==> src/rtl/i2cbe_pkg.sv <==
// Package for the I2C master byte engine: payload structs, command kinds,
// sequencer phase codes and fixed byte-length constant. No dependencies.
package i2cbe_pkg;

  localparam int BitsPerByte = 8;

  localparam logic [2:0] KIND_TICK    = 3'd0;
  localparam logic [2:0] KIND_START   = 3'd1;
  localparam logic [2:0] KIND_STOP    = 3'd2;
  localparam logic [2:0] KIND_RESTART = 3'd3;
  localparam logic [2:0] KIND_WRITE   = 3'd4;
  localparam logic [2:0] KIND_READ    = 3'd5;

  localparam logic [3:0] PH_IDLE     = 4'd0;
  localparam logic [3:0] PH_ST_REL   = 4'd1;
  localparam logic [3:0] PH_ST_LOW   = 4'd2;
  localparam logic [3:0] PH_SP_LOW   = 4'd3;
  localparam logic [3:0] PH_SP_HIGH  = 4'd4;
  localparam logic [3:0] PH_SP_REL   = 4'd5;
  localparam logic [3:0] PH_BIT_LOW  = 4'd6;
  localparam logic [3:0] PH_BIT_HIGH = 4'd7;
  localparam logic [3:0] PH_ACK_LOW  = 4'd8;
  localparam logic [3:0] PH_ACK_HIGH = 4'd9;

  localparam logic CFG_LOW_TICKS  = 1'b0;
  localparam logic CFG_HIGH_TICKS = 1'b1;

  typedef struct packed {
    logic [2:0] kind;
    logic [7:0] write_byte;
    logic       send_ack;
    logic       sda_sample;
  } i2cbe_in_t;

  typedef struct packed {
    logic       scl_level;
    logic       sda_pull_low;
    logic       busy_res;
    logic       done_res;
    logic [7:0] read_byte;
    logic       ack_seen;
    logic       command_rejected;
  } i2cbe_out_t;

  typedef struct packed {
    logic       is_cmd;
    logic [2:0] kind;
    logic [7:0] write_byte;
    logic       send_ack;
    logic       sda_sample;
  } i2cbe_op_t;

endpackage

==> src/rtl/i2cbe_front.sv <==
// Front end: accepts input beats, classifies command vs. plain tick, and
// holds them in a two-entry queue for the sequencer. Uses i2cbe_pkg.
module i2cbe_front import i2cbe_pkg::*; (
  input  logic      clk,
  input  logic      rst_n,
  input  logic      in_valid,
  output logic      in_stall,
  input  i2cbe_in_t in_data,
  output logic      q_valid,
  output i2cbe_op_t q_data,
  input  logic      q_pop
);

  i2cbe_op_t  mem_r [2];
  logic       wr_ptr_r, wr_ptr_nxt;
  logic       rd_ptr_r, rd_ptr_nxt;
  logic [1:0] count_r, count_nxt;
  logic       push;
  i2cbe_op_t  op;

  always_comb begin
    op.kind       = in_data.kind;
    op.write_byte = in_data.write_byte;
    op.send_ack   = in_data.send_ack;
    op.sda_sample = in_data.sda_sample;
    unique case (in_data.kind) inside
      KIND_START, KIND_STOP, KIND_RESTART, KIND_WRITE, KIND_READ: op.is_cmd = 1'b1;
      default: op.is_cmd = 1'b0;
    endcase
  end

  assign in_stall = (count_r == 2'd2);
  assign push     = in_valid && !in_stall;
  assign q_valid  = (count_r != 2'd0);
  assign q_data   = mem_r[rd_ptr_r];

  always_comb begin
    wr_ptr_nxt = push ? ~wr_ptr_r : wr_ptr_r;
    rd_ptr_nxt = q_pop ? ~rd_ptr_r : rd_ptr_r;
    count_nxt  = count_r + 2'(push) - 2'(q_pop);
  end

  always_ff @(posedge clk) begin
    if (!rst_n) begin
      wr_ptr_r <= 1'b0;
      rd_ptr_r <= 1'b0;
      count_r  <= 2'd0;
    end else begin
      wr_ptr_r <= wr_ptr_nxt;
      rd_ptr_r <= rd_ptr_nxt;
      count_r  <= count_nxt;
    end
  end

  always_ff @(posedge clk) begin
    if (push) begin
      mem_r[wr_ptr_r] <= op;
    end
  end

endmodule

==> src/rtl/i2cbe_back.sv <==
// Back end: bus phase sequencer, timing registers and the result register.
// Takes classified beats from i2cbe_front; uses i2cbe_pkg.
module i2cbe_back import i2cbe_pkg::*; #(
  parameter int TICK_COUNT_WIDTH = 16
) (
  input  logic        clk,
  input  logic        rst_n,
  input  logic        q_valid,
  input  i2cbe_op_t   q_data,
  output logic        q_pop,
  input  logic        cfg_we,
  input  logic        cfg_sel,
  input  logic [15:0] cfg_wdata,
  output logic        out_valid,
  input  logic        out_stall,
  output i2cbe_out_t  out_data
);

  localparam int TW = TICK_COUNT_WIDTH;
  localparam logic [32:0] CntMax = (33'd1 << TW) - 33'd1;

  logic [15:0]   low_ticks_r, high_ticks_r;
  logic [3:0]    phase_r, phase_nxt;
  logic [2:0]    cmd_r, cmd_nxt;
  logic [TW-1:0] cnt_r, cnt_nxt;
  logic [3:0]    bit_r, bit_nxt;
  logic [7:0]    shift_r, shift_nxt;
  logic          ack_flag_r, ack_flag_nxt;
  logic          scl_r, scl_nxt;
  logic          sda_r, sda_nxt;
  logic          ack_choice_r, ack_choice_nxt;
  logic [7:0]    last_read_r, last_read_nxt;
  logic          out_valid_r;
  i2cbe_out_t    out_data_r;

  logic [15:0]   raw_len;
  logic [15:0]   lm1;
  logic [32:0]   lm1_w;
  logic [TW-1:0] lm1_sat;
  logic          last_tick;
  logic          started, rejected, done, do_enter;
  logic [3:0]    ent_p;
  logic [2:0]    cmd_cur;
  logic [7:0]    shift_mid;
  logic [3:0]    bit_mid;
  i2cbe_out_t    res;

  assign q_pop = q_valid && (!out_valid_r || !out_stall);

  always_comb begin
    if (phase_r == PH_SP_LOW || phase_r == PH_BIT_LOW || phase_r == PH_ACK_LOW) begin
      raw_len = low_ticks_r;
    end else begin
      raw_len = high_ticks_r;
    end
    lm1       = (raw_len == 16'd0) ? 16'd0 : raw_len - 16'd1;
    lm1_w     = 33'(lm1);
    lm1_sat   = (lm1_w > CntMax) ? CntMax[TW-1:0] : lm1_w[TW-1:0];
    last_tick = (cnt_r >= lm1_sat);
  end

  always_comb begin
    phase_nxt      = phase_r;
    cmd_nxt        = cmd_r;
    cnt_nxt        = cnt_r;
    ack_flag_nxt   = ack_flag_r;
    scl_nxt        = scl_r;
    sda_nxt        = sda_r;
    ack_choice_nxt = ack_choice_r;
    last_read_nxt  = last_read_r;
    started        = 1'b0;
    rejected       = 1'b0;
    done           = 1'b0;
    do_enter       = 1'b0;
    ent_p          = PH_IDLE;
    shift_mid      = shift_r;
    bit_mid        = bit_r;

    if (q_data.is_cmd) begin
      if (phase_r != PH_IDLE) begin
        rejected = 1'b1;
      end else begin
        started  = 1'b1;
        cmd_nxt  = q_data.kind;
        bit_mid  = 4'd0;
        do_enter = 1'b1;
        unique case (q_data.kind) inside
          KIND_START: ent_p = PH_ST_REL;
          KIND_STOP, KIND_RESTART: ent_p = PH_SP_LOW;
          default: begin
            shift_mid      = (q_data.kind == KIND_WRITE) ? q_data.write_byte : 8'd0;
            ack_choice_nxt = q_data.send_ack;
            ent_p          = PH_BIT_LOW;
          end
        endcase
      end
    end

    cmd_cur = cmd_nxt;

    if (!started && phase_r != PH_IDLE) begin
      if (!last_tick) begin
        cnt_nxt = cnt_r + TW'(1);
      end else begin
        unique case (phase_r)
          PH_ST_LOW, PH_ACK_HIGH: done = 1'b1;
          PH_SP_REL: begin
            if (cmd_r == KIND_RESTART) begin
              do_enter = 1'b1;
              ent_p    = PH_ST_REL;
            end else begin
              done = 1'b1;
            end
          end
          PH_BIT_HIGH: begin
            bit_mid = bit_r + 4'd1;
            if (cmd_r == KIND_WRITE) begin
              shift_mid = {shift_r[6:0], 1'b0};
            end
            do_enter = 1'b1;
            if (bit_mid >= 4'(BitsPerByte)) begin
              if (cmd_r == KIND_READ) begin
                last_read_nxt = shift_mid;
              end
              ent_p = PH_ACK_LOW;
            end else begin
              ent_p = PH_BIT_LOW;
            end
          end
          default: begin
            do_enter = 1'b1;
            ent_p    = phase_r + 4'd1;
          end
        endcase
      end
    end

    bit_nxt   = bit_mid;
    shift_nxt = shift_mid;

    if (done) begin
      phase_nxt = PH_IDLE;
      cnt_nxt   = '0;
    end

    if (do_enter) begin
      phase_nxt = ent_p;
      cnt_nxt   = '0;
      unique case (ent_p)
        PH_ST_REL: begin
          scl_nxt = 1'b1;
          sda_nxt = 1'b0;
        end
        PH_ST_LOW, PH_SP_HIGH: begin
          scl_nxt = 1'b1;
          sda_nxt = 1'b1;
        end
        PH_SP_LOW: begin
          scl_nxt = 1'b0;
          sda_nxt = 1'b1;
        end
        PH_SP_REL: begin
          scl_nxt = 1'b1;
          sda_nxt = 1'b0;
        end
        PH_BIT_LOW: begin
          scl_nxt = 1'b0;
          sda_nxt = (cmd_cur == KIND_WRITE) ? ~shift_mid[7] : 1'b0;
        end
        PH_BIT_HIGH: begin
          scl_nxt = 1'b1;
          if (cmd_cur == KIND_READ) begin
            shift_nxt = {shift_mid[6:0], q_data.sda_sample};
          end
        end
        PH_ACK_LOW: begin
          scl_nxt = 1'b0;
          sda_nxt = (cmd_cur == KIND_READ) ? ack_choice_nxt : 1'b0;
        end
        PH_ACK_HIGH: begin
          scl_nxt = 1'b1;
          if (cmd_cur == KIND_WRITE) begin
            ack_flag_nxt = ~q_data.sda_sample;
          end
        end
        default: ;
      endcase
    end

    res.scl_level        = scl_nxt;
    res.sda_pull_low     = sda_nxt;
    res.busy_res         = (phase_nxt != PH_IDLE);
    res.done_res         = done;
    res.read_byte        = last_read_nxt;
    res.ack_seen         = ack_flag_nxt;
    res.command_rejected = rejected;
  end

  always_ff @(posedge clk) begin
    if (!rst_n) begin
      low_ticks_r  <= 16'd4;
      high_ticks_r <= 16'd5;
      phase_r      <= PH_IDLE;
      cmd_r        <= KIND_TICK;
      cnt_r        <= '0;
      bit_r        <= 4'd0;
      shift_r      <= 8'd0;
      ack_flag_r   <= 1'b0;
      scl_r        <= 1'b1;
      sda_r        <= 1'b0;
      ack_choice_r <= 1'b0;
      last_read_r  <= 8'd0;
      out_valid_r  <= 1'b0;
    end else begin
      if (cfg_we) begin
        if (cfg_sel == CFG_LOW_TICKS) begin
          low_ticks_r <= cfg_wdata;
        end else begin
          high_ticks_r <= cfg_wdata;
        end
      end
      if (q_pop) begin
        phase_r      <= phase_nxt;
        cmd_r        <= cmd_nxt;
        cnt_r        <= cnt_nxt;
        bit_r        <= bit_nxt;
        shift_r      <= shift_nxt;
        ack_flag_r   <= ack_flag_nxt;
        scl_r        <= scl_nxt;
        sda_r        <= sda_nxt;
        ack_choice_r <= ack_choice_nxt;
        last_read_r  <= last_read_nxt;
        out_valid_r  <= 1'b1;
      end else if (!out_stall) begin
        out_valid_r  <= 1'b0;
      end
    end
  end

  always_ff @(posedge clk) begin
    if (q_pop) begin
      out_data_r <= res;
    end
  end

  assign out_valid = out_valid_r;
  assign out_data  = out_data_r;

`ifndef ASSERT_OFF
  a_reject_only_busy: assert property (@(posedge clk) disable iff (!rst_n)
    (q_pop && rejected) |-> (phase_r != PH_IDLE))
    else $error("command rejected while sequencer idle");

  a_bit_range: assert property (@(posedge clk) disable iff (!rst_n)
    bit_r <= 4'(BitsPerByte))
    else $error("bit index past byte length");

  a_idle_count: assert property (@(posedge clk) disable iff (!rst_n)
    (phase_r == PH_IDLE) |-> (cnt_r == '0))
    else $error("tick count nonzero while idle");

  a_pop_result: assert property (@(posedge clk) disable iff (!rst_n)
    q_pop |=> (out_valid_r && (out_data_r.busy_res == (phase_r != PH_IDLE))))
    else $error("result register out of step with sequencer");
`endif

endmodule

==> src/rtl/i2c_master_byte_engine_core.sv <==
// Top level of the I2C master byte engine: front queue plus bus sequencer.
// Depends on i2cbe_pkg, i2cbe_front and i2cbe_back.
//
//   port group  dir  handshake         payload
//   in_*        in   in_valid/in_stall  i2cbe_in_t  (kind, byte, ack choice, SDA)
//   out_*       out  out_valid/out_stall i2cbe_out_t (bus levels, status)
//   cfg_*       in   cfg_valid/cfg_ready index 0 low ticks, 1 high ticks
//
// One beat per clock while out_stall is low; an accepted beat is written into
// the queue, and is stepped and its result registered as it pops.
// The sequencer advances one phase tick per beat; the tick counter is the
// only loop. Synchronous active-low reset; config is always ready.
// Output stall backs up into the two-entry queue, then stalls the input.
module i2c_master_byte_engine_core import i2cbe_pkg::*; #(
  parameter int TICK_COUNT_WIDTH = 16
) (
  input  logic        clk,
  input  logic        rst_n,
  input  logic        in_valid,
  output logic        in_stall,
  input  i2cbe_in_t   in_data,
  output logic        out_valid,
  input  logic        out_stall,
  output i2cbe_out_t  out_data,
  input  logic        cfg_valid,
  output logic        cfg_ready,
  input  logic        cfg_index,
  input  logic [15:0] cfg_data
);

  logic      q_valid;
  logic      q_pop;
  i2cbe_op_t q_data;

  assign cfg_ready = 1'b1;

  i2cbe_front u_front (
    .clk      (clk),
    .rst_n    (rst_n),
    .in_valid (in_valid),
    .in_stall (in_stall),
    .in_data  (in_data),
    .q_valid  (q_valid),
    .q_data   (q_data),
    .q_pop    (q_pop)
  );

  i2cbe_back #(
    .TICK_COUNT_WIDTH (TICK_COUNT_WIDTH)
  ) u_back (
    .clk       (clk),
    .rst_n     (rst_n),
    .q_valid   (q_valid),
    .q_data    (q_data),
    .q_pop     (q_pop),
    .cfg_we    (cfg_valid && cfg_ready),
    .cfg_sel   (cfg_index),
    .cfg_wdata (cfg_data),
    .out_valid (out_valid),
    .out_stall (out_stall),
    .out_data  (out_data)
  );

endmodule
==> config.mk <==
export PLATFORM = sky130hd
export DESIGN_NAME = i2c_master_byte_engine_core
export DESIGN_NICKNAME = d
export VERILOG_FILES = /design/src/rtl/i2cbe_pkg.sv /design/src/rtl/i2cbe_front.sv /design/src/rtl/i2cbe_back.sv /design/src/rtl/i2c_master_byte_engine_core.sv
export SDC_FILE = /design/constraint.sdc
export NUM_CORES = 1
export LEC_CHECK = 0
export BUFFER_PORTS_ARGS = -buffer_cell sky130_fd_sc_hd__buf_2
export CORE_MARGIN = 2
export CORE_UTILIZATION = 52
export DETAILED_ROUTE_END_ITERATION = 7
export GPL_TIMING_DRIVEN = 0
export MAX_ROUTING_LAYER = met4
export PLACE_DENSITY_LB_ADDON = 0.15
export SLEW_MARGIN = 20
export SYNTH_ARGS = -nofsm -noshare
export SYNTH_HDL_FRONTEND = slang
export SYNTH_SLANG_ARGS = --single-unit
==> constraint.sdc <==
create_clock -name clk -period 10.65 [get_ports clk]
set_input_delay 0.5325 -clock clk [delete_from_list [all_inputs] [get_ports clk]]
set_output_delay 0.5325 -clock clk [all_outputs]
set_load 0.01 [all_outputs]
==> qor_table.md <==
| Item | Reported | Unit |
|---|---|---|
| Hold Fails Final Rpt | 0 | - |
| Yosys Warn Count | 0 | - |
| Cell family with the largest share of critical-path delay | compound AO/OA/AOI/OAI gates | - |
| Worst-Margin Slew | 787 | ps |
| Complex-gate fraction of the synthesized area | 13.9 | % |
| Cell type with the largest total area after synthesis | dfxtp_1 | - |
| Run status | complete, no violations | - |
| Required time of the worst setup path | 10970 | ps |
| Ranking of synthesized cells by area | dfxtp_1, edfxtp_1, nand2_1 | - |
| Final setup skew | 10.2 | ps |
| Cell area after synthesis | 0.00672 | mm² |
| Vias in the first global route | 5390 | - |
| Area of placed instances | 0.00719 | mm² |
| Leak | 2.94 | nW |
| Proportion of register bits with asynchronous set or reset after synthesis | 0 | % |
| Type of the worst setup path | reg -> reg | - |
| Post-Syn Nets | 787 | - |
| Share of cells above drive strength 1 | 16.5 | % |
| Final TNS setup | 0 | ps |
| Type of element launching the critical path | register | - |
| Post-layout nets | 856 | - |
| Leading post-synthesis cells by instance count | nand2_1, dfxtp_1, nor2_1, a21oi_1, edfxtp_1 | - |
| Biggest cell delay along the critical path | 570 | ps |
| Setup bufs post-CTS | 0 | - |
| Cell with the most instances after synthesis | nand2_1 | - |
| Area of the core region | 0.0126 | mm² |
| Final WL | 16.3 | mm |
| Gpl congestion | 0.853 | - |
| Number of antenna violations at the first check in global routing | 0 | - |
| Worst-Skew Late Latency | 420 | ps |
| Hold Crit Class | in -> reg | - |
| Worst-path cell chain | ha_1 -> mux2i_1 -> o21ai_2 -> buf_2 -> mux2i_1 -> nand4b_1 -> nor4b_1 -> xnor2_1 -> nand2_1 -> ha_1 -> a21o_1 -> a21o_1 -> a2111oi_4 -> a31o_2 -> o21bai_1 -> nor4b_1 -> mux2_2 -> o21ba_1 | - |
| 1st-pass router iterations | 5 | - |
| Count of flip-flops with a built-in enable after synthesis | 42 | - |
| Number of endpoints failing setup at the final stage | 0 | - |
| Power per unit of standard cell area | 235 | mW/mm² |
| Number of top-level pins | 52 | - |
| Clock buffer count from CTS | 17 | - |
| F_max | 0.162 | GHz |
| H-tree levels | 4 | - |
| GR met3 Demand/Resource | 6.06 | % |
| Post-Synth Adder-Cell Area | 4.84 | % |
| Synth Register Bits | 127 | - |
| Met1 Resource Use GR | 27.5 | % |
| Maximum number of pins on one net before global-route repair | 25 | - |
| Critical-path maximum fanout | 10 | - |
| Slowest-stage cell, CP | a2111oi_4 | - |
| Mux contribution to synthesized area | 9.31 | % |
| Sort of element at the end of the critical path | register | - |
| # Max-Cap Violations | 0 | - |
| Number of design rule violations left after detail routing | 0 | - |
| Number of antenna-violating nets in the routed design | 0 | - |
| Count of input and output buffers | 50 | - |
| Average cell area after synthesis | 9.26 | µm² |
| Top_reg_cell synth | dfxtp_1 | - |
| Count of distinct cell types in the synthesized netlist | 73 | - |
| Xor-xnor portion of the synthesized cell area | 4.17 | % |
| Placement row count | 41 | - |
| Arrival time at the worst endpoint | 6480 | ps |
| PostCTS Resize Cnt | 0 | - |
| Inserted Diodes | 0 | - |
| Sequential element share of the synthesized area | 44.1 | % |
| Clock tree from TritonCTS | done | - |
| Avg WL per Cell | 16.7 | µm |
| Post-synthesis share of cell area spent on and, or, nand and nor gates | 20.6 | % |
| Initial Utilization | 53.3 | % |
| CTS sink count | 127 | - |
| DIE HEIGHT | 118 | µm |
| Fin crit share | 57.9 | % |
| Count of fill cells added during filler insertion | 1113 | - |
| Post-synthesis to final-layout area growth | 16.8 | % |
| Global-route wire length before repair | 26.4 | mm |
| Vias per inst | 5.70 | - |
| Worst max-slew margin expressed relative to the limit | 47.0 | % |
| Layer carrying the most global-route usage | met2 | - |
| Time the worst path needs with I/O delays and setup | 6160 | ps |
| Maximum number of buffers from clock root to sink | 2 | - |
| Clock-pin slew of the registers on the worst-case setup and hold paths | 60 | ps |
| GR Layer Usage met2 | 42.8 | % |
| Die area | 0.0138 | mm² |
| Post-Synthesis Cells | 726 | - |
| Post-route standard cell area excluding fillers | 0.00785 | mm² |
| Critical path buffers and inverters | 1 | - |
| Root cell of the clock tree | clkbuf_16 | - |
| Largest family of logic cells by synthesized area | simple AND/OR/NAND/NOR gates | - |
| Count of hold-fix buffers inserted at cts | 0 | - |
| Fraction of post-synthesis cell area in the top cell type by area | 25.3 | % |
| Detailed-route via count | 5586 | - |
| Sum of net half-perimeters after detailed placement | 11.6 | mm |
| RSZ-0062 raised after global routing | false | - |
| Iteration-0 DRC Markers | 388 | - |
| Total routing usage reported by global routing | 24.8 | % |
| Worst VDD drop | 168 | µV |
| Die X-Extent | 118 | µm |
| Final number of max-transition violations | 0 | - |
| Residual overflow from global routing | 0 | - |
==> placed cells by master, fill, tap and decap left out, types with 6 or more instances in the layout <==
master,instances
xnor2_1,19
clkbuf_16,17
nand3_1,14
buf_2,58
ha_1,26
edfxtp_1,42
inv_1,17
mux2i_1,40
o21ai_0,33
and3_1,7
a21oi_1,57
dfxtp_1,85
a211oi_1,6
mux2_2,19
nand2_1,111
a22oi_1,7
nor2_1,79
nor3_1,23
xor2_1,13
nand4_1,9
clkbuf_1,17
and2_1,7
nand2b_1,8
==> kinds of logic (layout without fill, tap and decap cells) <==
kind of cell	after synthesis	after routing
and+or+nand+nor	293	293
AOI/OAI and AO/OA	139	139
DFF	127	127
muxes	60	60
buffers and inverters	48	130
xor gates and xnor gates	32	32
adders and majority gates	26	26
other	1	1
==> sequential cells by signal (all words and copies together), names as in the netlist, 4 cells and up, named ones only <==
name                 cells
u_back.shift_r           8
u_back.low_ticks_r      16
u_back.cnt_r            16
u_back.last_read_r       8
u_back.high_ticks_r     16
u_back.out_data         14
u_front.mem_r           28
u_back.bit_r             4
u_back.phase_r           4
==> stage by stage <==
step / std cells / setup WS (ps) / power (mW) / hold WS [ps] / utilization (%)
5_1_grt: 980 / 4140 / 1.94 / 282 / 62.2
6_report: 980 / 4490 / 1.85 / 296 / 62.2
2_1_floorplan: 726 / 5750 / 1.04 / 433 / -
3_3_place_gp: 948 / 4710 / 1.19 / 440 / 56.9
3_5_place_dp: 948 / 4540 / 1.20 / 449 / 57.0
4_1_cts: 980 / 4530 / 1.85 / 278 / 62.2
==> cell type report <==
cell class                 count  area (µm²)  share of cell area, %
buffer                        31         140                   1.78
clock buffer                  20         457                   5.82
clock inverter                12         205                   2.61
inverter                      17        63.8                  0.813
multi-input combinational    551        3560                   45.3
sequential                   127        2960                   37.7
tap                          172         215                   2.74
timing repair buffer          50         250                   3.19
==> power by group <==
part / internal, mW / switching, mW / total [mW]
combinational: 0.202 / 0.355 / 0.557
clock: 0.429 / 0.218 / 0.648
sequential: 0.598 / 0.0462 / 0.644
total: 1.23 / 0.620 / 1.85
==> worst paths after layout <==
kind	from	end	slack, ps	depth (start not counted)
setup / recovery	u_back.phase_r[0]$_SDFFE_PN0P_	u_back.ack_flag_r$_SDFFE_PN0P_	4490	18
hold / removal	in_data[5]	u_front.mem_r[0][5]$_DFFE_PP_	300	1
hold reg to reg	u_back.high_ticks_r[1]$_SDFFE_PN0P_	u_back.high_ticks_r[1]$_SDFFE_PN0P_	460	2
setup reg to reg	u_back.phase_r[0]$_SDFFE_PN0P_	u_back.ack_flag_r$_SDFFE_PN0P_	4490	18
==> routing by layer <==
| layer | vias to the layer above | share of wire (%) |
|---|---|---|
| met5 | - | 0 |
| met4 | 0 | 2.1 |
| met3 | 31 | 4.6 |
| met2 | 151 | 51 |
| met1 | 2682 | 43 |
| li1 | 2722 | - |
No activity file was read; power rests on OpenSTA's default activity.
